$ cat config.mk
export PLATFORM = sky130hd
export DESIGN_NAME = pi_motor_speed_controller_top
export DESIGN_NICKNAME = d
export VERILOG_FILES = /design/src/rtl/core/pmsc_pkg.sv /design/src/rtl/core/pi_motor_speed_controller_top.sv /design/src/rtl/core/pmsc_gain.sv
export SDC_FILE = /design/constraint.sdc
export NUM_CORES = 1
export LEC_CHECK = 0
export ABC_AREA = 1
export BUFFER_PORTS_ARGS = -buffer_cell sky130_fd_sc_hd__buf_2
export CORE_ASPECT_RATIO = 1.5
export CORE_MARGIN = 5
export CORE_UTILIZATION = 40
export CTS_BUF_LIST = sky130_fd_sc_hd__clkbuf_8
export DETAILED_ROUTE_END_ITERATION = 8
export SYNTH_ARGS = -nofsm -noshare
export SYNTH_HDL_FRONTEND = slang
export SYNTH_SLANG_ARGS = --single-unit
$ cat constraint.sdc
create_clock -name clk -period 4.1 [get_ports clk]
set_input_delay 0.41 -clock clk [delete_from_list [all_inputs] [get_ports clk]]
set_output_delay 0.41 -clock clk [all_outputs]
set_load 0.05 [all_outputs]
$ cat src/rtl/core/pmsc_pkg.sv
package pmsc_pkg;

	localparam int unsigned SPEED_W = 16;
	localparam int unsigned MAG_W   = 16;
	localparam int unsigned GAIN_W  = 12;
	localparam int unsigned PROD_W  = MAG_W + GAIN_W;
	localparam int unsigned CNT_W   = $clog2(PROD_W);
	localparam int unsigned DUTY_W  = 16;
	localparam int unsigned ACC_W   = 17;
	localparam int unsigned WIDE_W  = PROD_W + 2;
	localparam int unsigned IDX_W   = 3;
	localparam int unsigned DATA_W  = 16;

	localparam logic [IDX_W-1:0] REG_PROP_NUM = 3'd0;
	localparam logic [IDX_W-1:0] REG_PROP_DEN = 3'd1;
	localparam logic [IDX_W-1:0] REG_INT_NUM  = 3'd2;
	localparam logic [IDX_W-1:0] REG_INT_DEN  = 3'd3;
	localparam logic [IDX_W-1:0] REG_EN_SPEED = 3'd4;

	localparam logic [GAIN_W-1:0]  GAIN_RESET     = 12'd1;
	localparam logic [SPEED_W-1:0] EN_SPEED_RESET = 16'd30;

	typedef enum logic [1:0] {
		G_IDLE,
		G_MUL,
		G_DIV,
		G_DONE
	} gain_state_t;

	typedef enum logic [2:0] {
		ST_IDLE,
		ST_START,
		ST_BUSY,
		ST_INTEG,
		ST_SUM
	} ctrl_state_t;

endpackage

$ cat src/rtl/core/pi_motor_speed_controller_top.sv
// PI speed controller with anti-windup: each accepted word (target and measured speed) yields
// one duty word. The two gain terms are formed in parallel by serial units, each a 12-step
// shift-and-add multiply followed by a 28-step restoring divide, and a new word is taken only
// once the current one is through. The result waits in an output register, and a new word
// is accepted while it waits. The user must write the gain registers only while the block
// is idle; the block itself does not enforce this. A divisor written as zero acts as one.
module pi_motor_speed_controller_top #(
	parameter int unsigned DUTY_MAX = 39999
) (
	input  logic                           clk,
	input  logic                           arst_n,
	input  logic                           wr_en,
	input  logic [pmsc_pkg::IDX_W-1:0]     wr_index,
	input  logic [pmsc_pkg::DATA_W-1:0]    wr_data,
	input  logic                           in_valid,
	output logic                           in_ready,
	input  logic [pmsc_pkg::SPEED_W-1:0]   target_speed,
	input  logic [pmsc_pkg::SPEED_W-1:0]   measured_speed,
	output logic                           out_valid,
	input  logic                           out_ready,
	output logic [pmsc_pkg::DUTY_W-1:0]    duty
);
	import pmsc_pkg::*;

	localparam logic signed [WIDE_W-1:0] LIM     = WIDE_W'(DUTY_MAX);
	localparam logic signed [WIDE_W-1:0] NEG_LIM = -WIDE_W'(DUTY_MAX);

	ctrl_state_t              state_q;
	ctrl_state_t              state_d;
	logic [GAIN_W-1:0]        prop_num_q;
	logic [GAIN_W-1:0]        prop_den_q;
	logic [GAIN_W-1:0]        int_num_q;
	logic [GAIN_W-1:0]        int_den_q;
	logic [SPEED_W-1:0]       en_speed_q;
	logic [MAG_W-1:0]         mag_q;
	logic                     neg_q;
	logic                     hold_off_q;
	logic signed [ACC_W-1:0]  acc_q;
	logic signed [ACC_W-1:0]  integ_q;
	logic                     out_valid_q;
	logic [DUTY_W-1:0]        duty_q;
	logic                     start;
	logic                     load_integ;
	logic                     finish;
	logic                     done_p;
	logic                     done_i;
	logic [PROD_W-1:0]        quot_p;
	logic [PROD_W-1:0]        quot_i;
	logic signed [WIDE_W-1:0] term_p;
	logic signed [WIDE_W-1:0] term_i;
	logic signed [WIDE_W-1:0] integ_sum;
	logic signed [WIDE_W-1:0] integ_clamp;
	logic signed [WIDE_W-1:0] total;
	logic [DUTY_W-1:0]        duty_sat;

	always_ff @(posedge clk or negedge arst_n) begin
		if (!arst_n) begin
			prop_num_q <= GAIN_RESET;
			prop_den_q <= GAIN_RESET;
			int_num_q  <= GAIN_RESET;
			int_den_q  <= GAIN_RESET;
			en_speed_q <= EN_SPEED_RESET;
		end else if (wr_en) begin
			unique case (wr_index)
				REG_PROP_NUM: prop_num_q <= wr_data[GAIN_W-1:0];
				REG_PROP_DEN: prop_den_q <= wr_data[GAIN_W-1:0];
				REG_INT_NUM:  int_num_q  <= wr_data[GAIN_W-1:0];
				REG_INT_DEN:  int_den_q  <= wr_data[GAIN_W-1:0];
				REG_EN_SPEED: en_speed_q <= wr_data[SPEED_W-1:0];
				default: begin
				end
			endcase
		end
	end

	always_comb begin
		state_d = state_q;
		unique case (state_q)
			ST_IDLE: begin
				if (in_valid) begin
					state_d = ST_START;
				end
			end
			ST_START: begin
				state_d = ST_BUSY;
			end
			ST_BUSY: begin
				if (done_p && done_i) begin
					state_d = ST_INTEG;
				end
			end
			ST_INTEG: begin
				state_d = ST_SUM;
			end
			ST_SUM: begin
				if (!out_valid_q || out_ready) begin
					state_d = ST_IDLE;
				end
			end
			default: begin
				state_d = ST_IDLE;
			end
		endcase
	end

	always_comb begin
		in_ready   = (state_q == ST_IDLE);
		start      = (state_q == ST_START);
		load_integ = (state_q == ST_INTEG);
		finish     = (state_q == ST_SUM) && (!out_valid_q || out_ready);
	end

	pmsc_gain u_prop (
		.clk    (clk),
		.arst_n (arst_n),
		.start  (start),
		.mag    (mag_q),
		.num    (prop_num_q),
		.den    (prop_den_q),
		.done   (done_p),
		.quot   (quot_p)
	);

	pmsc_gain u_int (
		.clk    (clk),
		.arst_n (arst_n),
		.start  (start),
		.mag    (mag_q),
		.num    (int_num_q),
		.den    (int_den_q),
		.done   (done_i),
		.quot   (quot_i)
	);

	// Magnitude division then sign restore gives truncation toward zero.
	assign term_p = neg_q ? -$signed({2'b00, quot_p}) : $signed({2'b00, quot_p});
	assign term_i = neg_q ? -$signed({2'b00, quot_i}) : $signed({2'b00, quot_i});

	always_comb begin
		integ_sum = term_i + WIDE_W'(acc_q);
		priority if (integ_sum < NEG_LIM) begin
			integ_clamp = NEG_LIM;
		end else if (integ_sum > LIM) begin
			integ_clamp = LIM;
		end else begin
			integ_clamp = integ_sum;
		end
	end

	always_comb begin
		total = term_p + WIDE_W'(integ_q);
		priority if (hold_off_q) begin
			duty_sat = '0;
		end else if (total > LIM) begin
			duty_sat = DUTY_W'(DUTY_MAX);
		end else if (total < 0) begin
			duty_sat = '0;
		end else begin
			duty_sat = total[DUTY_W-1:0];
		end
	end

	always_ff @(posedge clk or negedge arst_n) begin
		if (!arst_n) begin
			state_q     <= ST_IDLE;
			acc_q       <= '0;
			out_valid_q <= 1'b0;
		end else begin
			state_q <= state_d;
			if (finish) begin
				acc_q       <= hold_off_q ? '0 : integ_q;
				out_valid_q <= 1'b1;
			end else if (out_ready) begin
				out_valid_q <= 1'b0;
			end
		end
	end

	always_ff @(posedge clk) begin
		if (in_ready && in_valid) begin
			neg_q      <= (measured_speed > target_speed);
			mag_q      <= (measured_speed > target_speed) ? (measured_speed - target_speed)
			                                              : (target_speed - measured_speed);
			hold_off_q <= (target_speed < en_speed_q);
		end
		if (load_integ) begin
			integ_q <= integ_clamp[ACC_W-1:0];
		end
		if (finish) begin
			duty_q <= duty_sat;
		end
	end

	assign out_valid = out_valid_q;
	assign duty      = duty_q;

`ifndef NO_ASSERTIONS
	a_duty_range: assert property (@(posedge clk) disable iff (!arst_n)
		out_valid |-> (duty <= DUTY_W'(DUTY_MAX)))
		else $error("duty word above limit");
	a_acc_range: assert property (@(posedge clk) disable iff (!arst_n)
		(WIDE_W'(acc_q) <= LIM) && (WIDE_W'(acc_q) >= NEG_LIM))
		else $error("integral outside clamp range");
	a_hold_off_clears: assert property (@(posedge clk) disable iff (!arst_n)
		(finish && hold_off_q) |=> (acc_q == '0) && (duty == '0))
		else $error("held-off word left integral or duty nonzero");
	a_units_together: assert property (@(posedge clk) disable iff (!arst_n)
		done_p == done_i)
		else $error("gain units out of step");
`endif

endmodule

$ cat src/rtl/core/pmsc_gain.sv
module pmsc_gain (
	input  logic                          clk,
	input  logic                          arst_n,
	input  logic                          start,
	input  logic [pmsc_pkg::MAG_W-1:0]    mag,
	input  logic [pmsc_pkg::GAIN_W-1:0]   num,
	input  logic [pmsc_pkg::GAIN_W-1:0]   den,
	output logic                          done,
	output logic [pmsc_pkg::PROD_W-1:0]   quot
);
	import pmsc_pkg::*;

	gain_state_t        state_q;
	gain_state_t        state_d;
	logic [CNT_W-1:0]   cnt_q;
	logic [MAG_W-1:0]   mag_q;
	logic [GAIN_W-1:0]  num_q;
	logic [GAIN_W-1:0]  den_q;
	logic [GAIN_W-1:0]  rem_q;
	logic [PROD_W-1:0]  acc_q;
	logic               mul_en;
	logic               div_en;
	logic               last;
	logic [GAIN_W:0]    trial;
	logic [GAIN_W:0]    diff;
	logic               qbit;

	assign last = (state_q == G_MUL) ? (cnt_q == CNT_W'(GAIN_W - 1))
	                                 : (cnt_q == CNT_W'(PROD_W - 1));

	always_comb begin
		state_d = state_q;
		unique case (state_q)
			G_IDLE: begin
				if (start) begin
					state_d = G_MUL;
				end
			end
			G_MUL: begin
				if (last) begin
					state_d = G_DIV;
				end
			end
			G_DIV: begin
				if (last) begin
					state_d = G_DONE;
				end
			end
			G_DONE: begin
				state_d = G_IDLE;
			end
			default: begin
				state_d = G_IDLE;
			end
		endcase
	end

	always_comb begin
		mul_en = (state_q == G_MUL);
		div_en = (state_q == G_DIV);
		done   = (state_q == G_DONE);
	end

	// One quotient bit per cycle; the remainder always stays below the divisor.
	assign trial = {rem_q, acc_q[PROD_W-1]};
	assign diff  = trial - {1'b0, den_q};
	assign qbit  = (trial >= {1'b0, den_q});

	always_ff @(posedge clk or negedge arst_n) begin
		if (!arst_n) begin
			state_q <= G_IDLE;
			cnt_q   <= '0;
		end else begin
			state_q <= state_d;
			if (start && state_q == G_IDLE) begin
				cnt_q <= '0;
			end else if ((mul_en || div_en) && last) begin
				cnt_q <= '0;
			end else if (mul_en || div_en) begin
				cnt_q <= cnt_q + CNT_W'(1);
			end
		end
	end

	always_ff @(posedge clk) begin
		if (start && state_q == G_IDLE) begin
			mag_q <= mag;
			num_q <= num;
			den_q <= (den == '0) ? GAIN_W'(1) : den;
			acc_q <= '0;
		end else if (mul_en) begin
			acc_q <= {acc_q[PROD_W-2:0], 1'b0} + (num_q[GAIN_W-1] ? PROD_W'(mag_q) : '0);
			num_q <= {num_q[GAIN_W-2:0], 1'b0};
			if (last) begin
				rem_q <= '0;
			end
		end else if (div_en) begin
			rem_q <= qbit ? diff[GAIN_W-1:0] : trial[GAIN_W-1:0];
			acc_q <= {acc_q[PROD_W-2:0], qbit};
		end
	end

	assign quot = acc_q;

`ifndef NO_ASSERTIONS
	a_rem_below_den: assert property (@(posedge clk) disable iff (!arst_n)
		(state_q == G_DIV) |-> (rem_q < den_q))
		else $error("division remainder not below divisor");
	a_done_one_cycle: assert property (@(posedge clk) disable iff (!arst_n)
		done |=> !done)
		else $error("done held for more than one cycle");
`endif

endmodule
======== Yosys cells after proc, flatten, opt, wreduce, memory -nomap -nowiden ========
Cells that the tools add are included.
cells by class
  add/sub/neg operators ................... 12
  $lt $le $gt $ge ......................... 8
  equal/unequal tests ..................... 27
  muxes and demuxes ....................... 46
  bitwise logic cells ..................... 2
  reduce and logical (&&, ||, !) cells .... 36
operator list
  cell                  number
  $mux 12               12
  $mux 28               4
  $mux 16               5
  $add 30x17->30        2
  $gt 30x17->1 const B  2
  $mux 30               2
  $neg 28->30           2
  $add 28x28->28        2
  $mux 17               2
  $sub 16x16->16        2
  $lt 30x1->1 const B   1
  $lt 30x17->1 const B  1
  $mux 5                6
  $ge 13x12->1          2
  $logic_not 12->1      2
  $sub 12x12->12        2
  $gt 16x16->1          1
  $lt 16x16->1          1
  $pmux 2 s4            2
  $pmux 3 s5            1
  $reduce_and 3->1      5
  $ne 2x2->1 const B    7
  $eq 3x2->1 const B    4
  $add 5x1->5 const B   2
  21 further kinds      59
word-level totals
  bits in registers ....................... 310
  input port bits ......................... 56
  output and inout bits ................... 18

======== Depth between registers and ports, before layout ========
  depth in word-level cells ............... 6
  mapped depth ............................ 30
  gate-level depth less buffers ........... 30

======== Modules after synthesis ========
A second synthesis with hierarchy kept.
second synthesis, totals
  cell total of the unflattened synthesis .. 3478
  area total of the unflattened synthesis .. 24003.0 um2
by module, submodules not included
  module                         times used  cells each  area each (um2)
  pi_motor_speed_controller_top  1           1984        13043.8
  pmsc_gain at u_int             1           750         5501.5
  pmsc_gain at u_prop            1           744         5457.7

======== Worst setup path after synthesis ========
No wires, ideal clock.
  path kind ............................... register to register
  from .................................... reg u_int.acc_q[1] (netlist: u_int.quot[1])
  to ...................................... reg integ_q[0], data pin
  setup time .............................. 264 ps
  data arrival time ....................... 3560 ps
  data required time ...................... 3836 ps
  setup slack ............................. 275 ps
  cell stages (with the launch flop) ...... 29
  path buffers ............................ 1
  clock period less this slack ............ 3825 ps
  cell sequence ........................... dfxtp_1 inv_1 ha_1 inv_1 nor3_1 nand3_1 nor3_1 nand3_1 nor2_1 inv_1 o21ai_0 nand2_1 xor2_1 ha_1 nand2_1 inv_1 nand2_1 nor3_1 and2_1 nand2_1 nand3b_1 nand2_1 nand2_2 nand2_1 nor2_1 nand3_1 nand2_2 buf_6 nand3_2
between the ends
  word-level cells in the longest chain between the ends .. 5
  elaborated cells on any way between the ends .. 6
  classes of those cells .................. 2 x add/sub; 2 x order compare; 1 x mux; 1 x reduce/logical
RTL lines
  what                                                 line                                                                        text
  start: declaration                                   pmsc_gain.sv:20                                                             logic [PROD_W-1:0] acc_q;
  start signal: assignment                             pmsc_gain.sv:92                                                             acc_q <= {acc_q[PROD_W-2:0], 1'b0} + (num_q[GAIN_W-1] ? PROD_W'(mag_q) : '0);
  start signal: assignment                             pmsc_gain.sv:99                                                             acc_q <= {acc_q[PROD_W-2:0], qbit};
  $neg 28->30                                          pi_motor_speed_controller_top.sv:137                                        assign term_i = neg_q ? -$signed({2'b00, quot_i}) : $signed({2'b00, quot_i});
  $mux 30 (*)                                          pi_motor_speed_controller_top.sv:137
  $add 30x17->30 (*)                                   pi_motor_speed_controller_top.sv:140                                        integ_sum = term_i + WIDE_W'(acc_q);
  $lt 30x17->1 / $gt 30x17->1 (equally long branches)  pi_motor_speed_controller_top.sv:141, pi_motor_speed_controller_top.sv:143
  $reduce_or 2->1 (no line) (*)                        -
  end signal: assignment                               pi_motor_speed_controller_top.sv:187                                        integ_q <= integ_clamp[ACC_W-1:0];
  end: declaration                                     pi_motor_speed_controller_top.sv:39                                         logic signed [ACC_W-1:0] integ_q;
Mark *: on every way between the ends. The rest lies on a longest branch, timed or not.
A chain may end at the register's enable or synchronous reset.

======== Final worst setup path ========
  from .................................... reg u_int.acc_q[1] (netlist: u_int.quot[1])
  to ...................................... reg integ_q[4], data pin
between the ends
  word-level cells in the longest chain between the ends .. 5
  elaborated cells on any way between the ends .. 6
  classes of those cells .................. 2 x add/sub; 2 x order compare; 2 x mux
RTL lines
  what                line                                  text
  $neg 28->30         pi_motor_speed_controller_top.sv:137
  $mux 30 (*)         pi_motor_speed_controller_top.sv:137
  $add 30x17->30 (*)  pi_motor_speed_controller_top.sv:140
  $gt 30x17->1        pi_motor_speed_controller_top.sv:143  end else if (integ_sum > LIM) begin
  $mux 17             pi_motor_speed_controller_top.sv:143
Marked as above.

==> load_flow_metrics.sql <==
INSERT INTO impl_metrics (metric_group, metric, value, unit) VALUES
('logic_synthesis', 'synthMuxAreaShare', '0.0437', '%'),
('place', 'detailed_place_hpwl', '49000', 'um'),
('floorplanning', 'dieHeight', '303', 'um'),
('sta', 'clock-skew-final', '0.0489', 'ns'),
('sta', 'worst_pin_slew', '1.01', 'ns'),
('power_and_ir_drop', 'total_leakage_power', '13.0', 'nW'),
('worst_setup_path', 'critical-path-top-cell-by-count', 'sky130_fd_sc_hd__nand2_1', ''),
('sta', 'final.period_utilization', '98.8', '%'),
('drt', 'met2_length', '32800', 'um'),
('floorplanning', 'core', '56800', 'um2'),
('cts', 'cts_buf_count', '50', ''),
('drt', 'topRoutingLayerUsed', 'met4', ''),
('cells_and_area', 'syn_to_layout_area_delta', '15.5', '%'),
('logic_synthesis', 'share_of_the_synthesized_area_in_the_top_cell_type', '20.3', '%'),
('logic_synthesis', 'ys_ff_latch', '310', ''),
('logic_synthesis', 'post_synth_inst_count', '3162', ''),
('logic_synthesis', 'ys_seq_area_share', '36.1', '%'),
('logic_synthesis', 'netlist_top_cells_area', 'sky130_fd_sc_hd__edfxtp_1 20%, sky130_fd_sc_hd__nand2_1 14%, sky130_fd_sc_hd__dfrtp_1 10%', ''),
('logic_synthesis', 'post_synthesis_xor_xnor_area_fraction', '5.17', '%'),
('worst_setup_path', 'worstSetupEndpointType', 'register', ''),
('grt', 'largest_net_degree_at_the_start_of_global_routing', '48', ''),
('cells_and_area', 'final_layout_size_suffix_gt1_share', '13.4', '%'),
('cts', 'clock_latency', '0.68', 'ns'),
('drt', 'met3WireLength', '1940', 'um'),
('drt', 'detail_route.iter0.violations', '1070', ''),
('cells_and_area', 'layout.cells.non_filler', '4109', ''),
('worst_setup_path', 'timing.critical_path.slowest_stage_cell', 'sky130_fd_sc_hd__dfxtp_2', ''),
('grt', 'via_count_of_the_first_global_routing_pass', '19683', ''),
('logic_synthesis', 'yosys.area.top_type', 'sky130_fd_sc_hd__edfxtp_1', ''),
('logic_synthesis', 'ys_dominant_reg_cell', 'sky130_fd_sc_hd__edfxtp_1', ''),
('logic_synthesis', 'synth-edff-count', '155', ''),
('sta', 'slew_headroom', '32.6', '%'),
('logic_synthesis', 'ys_warn_count', '0', ''),
('logic_synthesis', 'synth_top_family_by_area', 'simple AND/OR/NAND/NOR gates', ''),
('sta', 'setup_total_neg_slack', '0', 'ns'),
('sta', 'fmaxAchievable', '247', 'MHz'),
('logic_synthesis', 'fraction_of_synthesis_flops_using_an_asynchronous_set_or_reset_pin', '31.9', '%'),
('cells_and_area', 'finish.instance_area', '26400', 'um2'),
('hold_path', 'hp-class', 'primary input to register', ''),
('logic_synthesis', 'post_synth_most_frequent_cells', '876 x sky130_fd_sc_hd__nand2_1, 471 x sky130_fd_sc_hd__inv_1, 234 x sky130_fd_sc_hd__o21ai_0', ''),
('cts', 'cts.reportedPaths.clkPinSlew', '0.07', 'ns'),
('grt', 'globalRoute.totalOverflow', '0', ''),
('cts', 'htreeDepth', '2', ''),
('sta', 'setup_violations', '0', ''),
('cts', 'number_of_buffers_between_clock_root_and_the_deepest_sink', '3', ''),
('drt', 'wire_per_inst', '15.2', 'um'),
('logic_synthesis', 'syn_nets', '3400', ''),
('cts', 'clock_sink_count', '310', ''),
('worst_setup_path', 'crit_fanout', '8', ''),
('grt', 'track_usage', '19.7', '%'),
('place', 'globalplace.congestion', '0.932', ''),
('sta', 'final_slew_violations', '0', ''),
('drt', 'met1Wirelength', '25100', 'um'),
('logic_synthesis', 'synthAdderAreaFrac', '10.2', '%'),
('outcome', 'status', 'completed', ''),
('grt', 'grt_first_pass_wirelength', '99200', 'um'),
('place', 'placed_cells', '3992', ''),
('cells_and_area', 'finalNetCount', '3541', ''),
('power_and_ir_drop', 'pwr_density_cell', '928', 'nW/um2'),
('worst_setup_path', 'startpoint_type', 'register', ''),
('worst_setup_path', 'worst-setup-path-type', 'register to register', ''),
('sta', 'hold_violations', '0', ''),
('logic_synthesis', 'post_synth_num_cell_types', '58', ''),
('sta', 'grt_setup_unrepaired', 'yes', ''),
('drt', 'dr.pass1.iters', '6', ''),
('floorplanning', 'dieWidth', '205', 'um'),
('cts', 'tritoncts', 'yes', ''),
('floorplanning', 'dieArea', '62200', 'um2'),
('drt', 'final_antenna_net_count', '0', ''),
('cells_and_area', 'layout.filler_cells', '5853', ''),
('worst_setup_path', 'cp_slowest_stage_delay', '0.32', 'ns');
-- worst paths after layout --
path / startpoint / endpoint / slack, ns / depth (start not counted)
min reg2reg: mag_q[0] / u_int.mag_q[0] / 0.46 / 0
min in group asynchronous: arst_n / out_valid / 0.34 / 2
max reg2reg: u_int.quot[1] / integ_q[4] / 0.05 / 29
max: u_int.quot[1] / integ_q[4] / 0.05 / 29
max in group asynchronous: arst_n / en_speed_q[1] / 2.82 / 3
min: wr_data[2] / int_den_q[2] / 0.12 / 3
-- state kept, by name (all words and copies together), names as in the netlist, 16 cells and up --
name and count:
u_int.mag_q 16, duty 16, u_prop.quot 28, mag_q 16, u_int.quot 28, en_speed_q 16
acc_q 17, integ_q 17, u_prop.mag_q 16
-- power by group --
| group | internal, mW | total (mW) | switching [mW] |
|---|---|---|---|
| registers | 4.73 | 5.64 | 0.909 |
| logic | 5.81 | 16.1 | 10.3 |
| clock network | 1.45 | 2.81 | 1.36 |
| total | 12.0 | 24.5 | 12.5 |
-- layer usage --
| metal | track usage, % | vias to the layer above |
|---|---|---|
| met5 | 0 | - |
| met4 | 7.87 | 0 |
| met3 | 2.22 | 127 |
| met2 | 37.3 | 405 |
| met1 | 22.3 | 9379 |
| li1 | - | 10623 |
-- cells in the final DEF (no fill, tap or decap), types with 9 or more instances in the layout --
master,n
sky130_fd_sc_hd__dfxtp_1,52
sky130_fd_sc_hd__inv_1,478
sky130_fd_sc_hd__nand2_1,845
sky130_fd_sc_hd__a21oi_2,34
sky130_fd_sc_hd__inv_2,10
sky130_fd_sc_hd__nand4_1,49
sky130_fd_sc_hd__ha_1,165
sky130_fd_sc_hd__o22ai_1,26
sky130_fd_sc_hd__xor2_1,107
sky130_fd_sc_hd__a21o_1,13
sky130_fd_sc_hd__nand3_2,13
sky130_fd_sc_hd__clkinv_1,9
sky130_fd_sc_hd__xnor2_1,24
sky130_fd_sc_hd__nor2_1,187
sky130_fd_sc_hd__nor2_4,16
sky130_fd_sc_hd__nand2_2,33
sky130_fd_sc_hd__buf_2,72
sky130_fd_sc_hd__clkbuf_8,58
sky130_fd_sc_hd__o21bai_1,13
sky130_fd_sc_hd__nor4_1,14
sky130_fd_sc_hd__edfxtp_1,155
sky130_fd_sc_hd__dfrtp_1,91
sky130_fd_sc_hd__nand3_1,153
sky130_fd_sc_hd__buf_4,94
sky130_fd_sc_hd__nor3_1,36
sky130_fd_sc_hd__o21ai_0,231
sky130_fd_sc_hd__a21oi_1,174
sky130_fd_sc_hd__nor2_2,32
-- cell type report --
| type | instances | area (um2) | area share (%) |
|---|---|---|---|
| tap | 763 | 955 | 3.61 |
| timing repair buffer | 179 | 1230 | 4.66 |
| clock inverter | 36 | 251 | 0.951 |
| inverter | 478 | 1800 | 6.81 |
| clock buffer | 58 | 798 | 3.02 |
| antenna | 1 | 2.50 | 0.00947 |
| multi-input combinational | 2284 | 13100 | 49.7 |
| sequential | 310 | 8270 | 31.3 |
-- per-stage QoR --
stage               hold WS (ns)  power (mW)
floorplan                  0.114        16.1
global placement           0.427        20.3
detailed placement         0.439        20.4
CTS                       0.0698        23.4
global route              0.0862        26.9
finish                     0.116        24.5
-- repair_timing --
item                                    4_1_cts  5_1_grt
cloned                                        0        2
gates resized for setup                      23      170
setup buffers                                 1       13
hold endpoints to repair                     50        0
endpoints found under the setup margin       32       32
pin swaps                                     5       48
hold buffers                                  6        0
-- critical path: cells and delay by family, from the launching register on --
kind	cells	cell delay, ns
AOI/OAI and AO/OA	2	0.26
DFF	1	0.32
buffers and inverters	6	0.63
and+or+nand+nor	18	1.92
adders and majority gates	2	0.45
xor gates and xnor gates	1	0.22
-- cells by family after synthesis --
family / Yosys count
AOI/OAI and AO/OA: 545
buffers and inverters: 568
adders and majority gates: 182
muxes: 1
DFF: 310
xor gates and xnor gates: 135
and+or+nand+nor: 1421
Power figures use the tool's default switching activity.
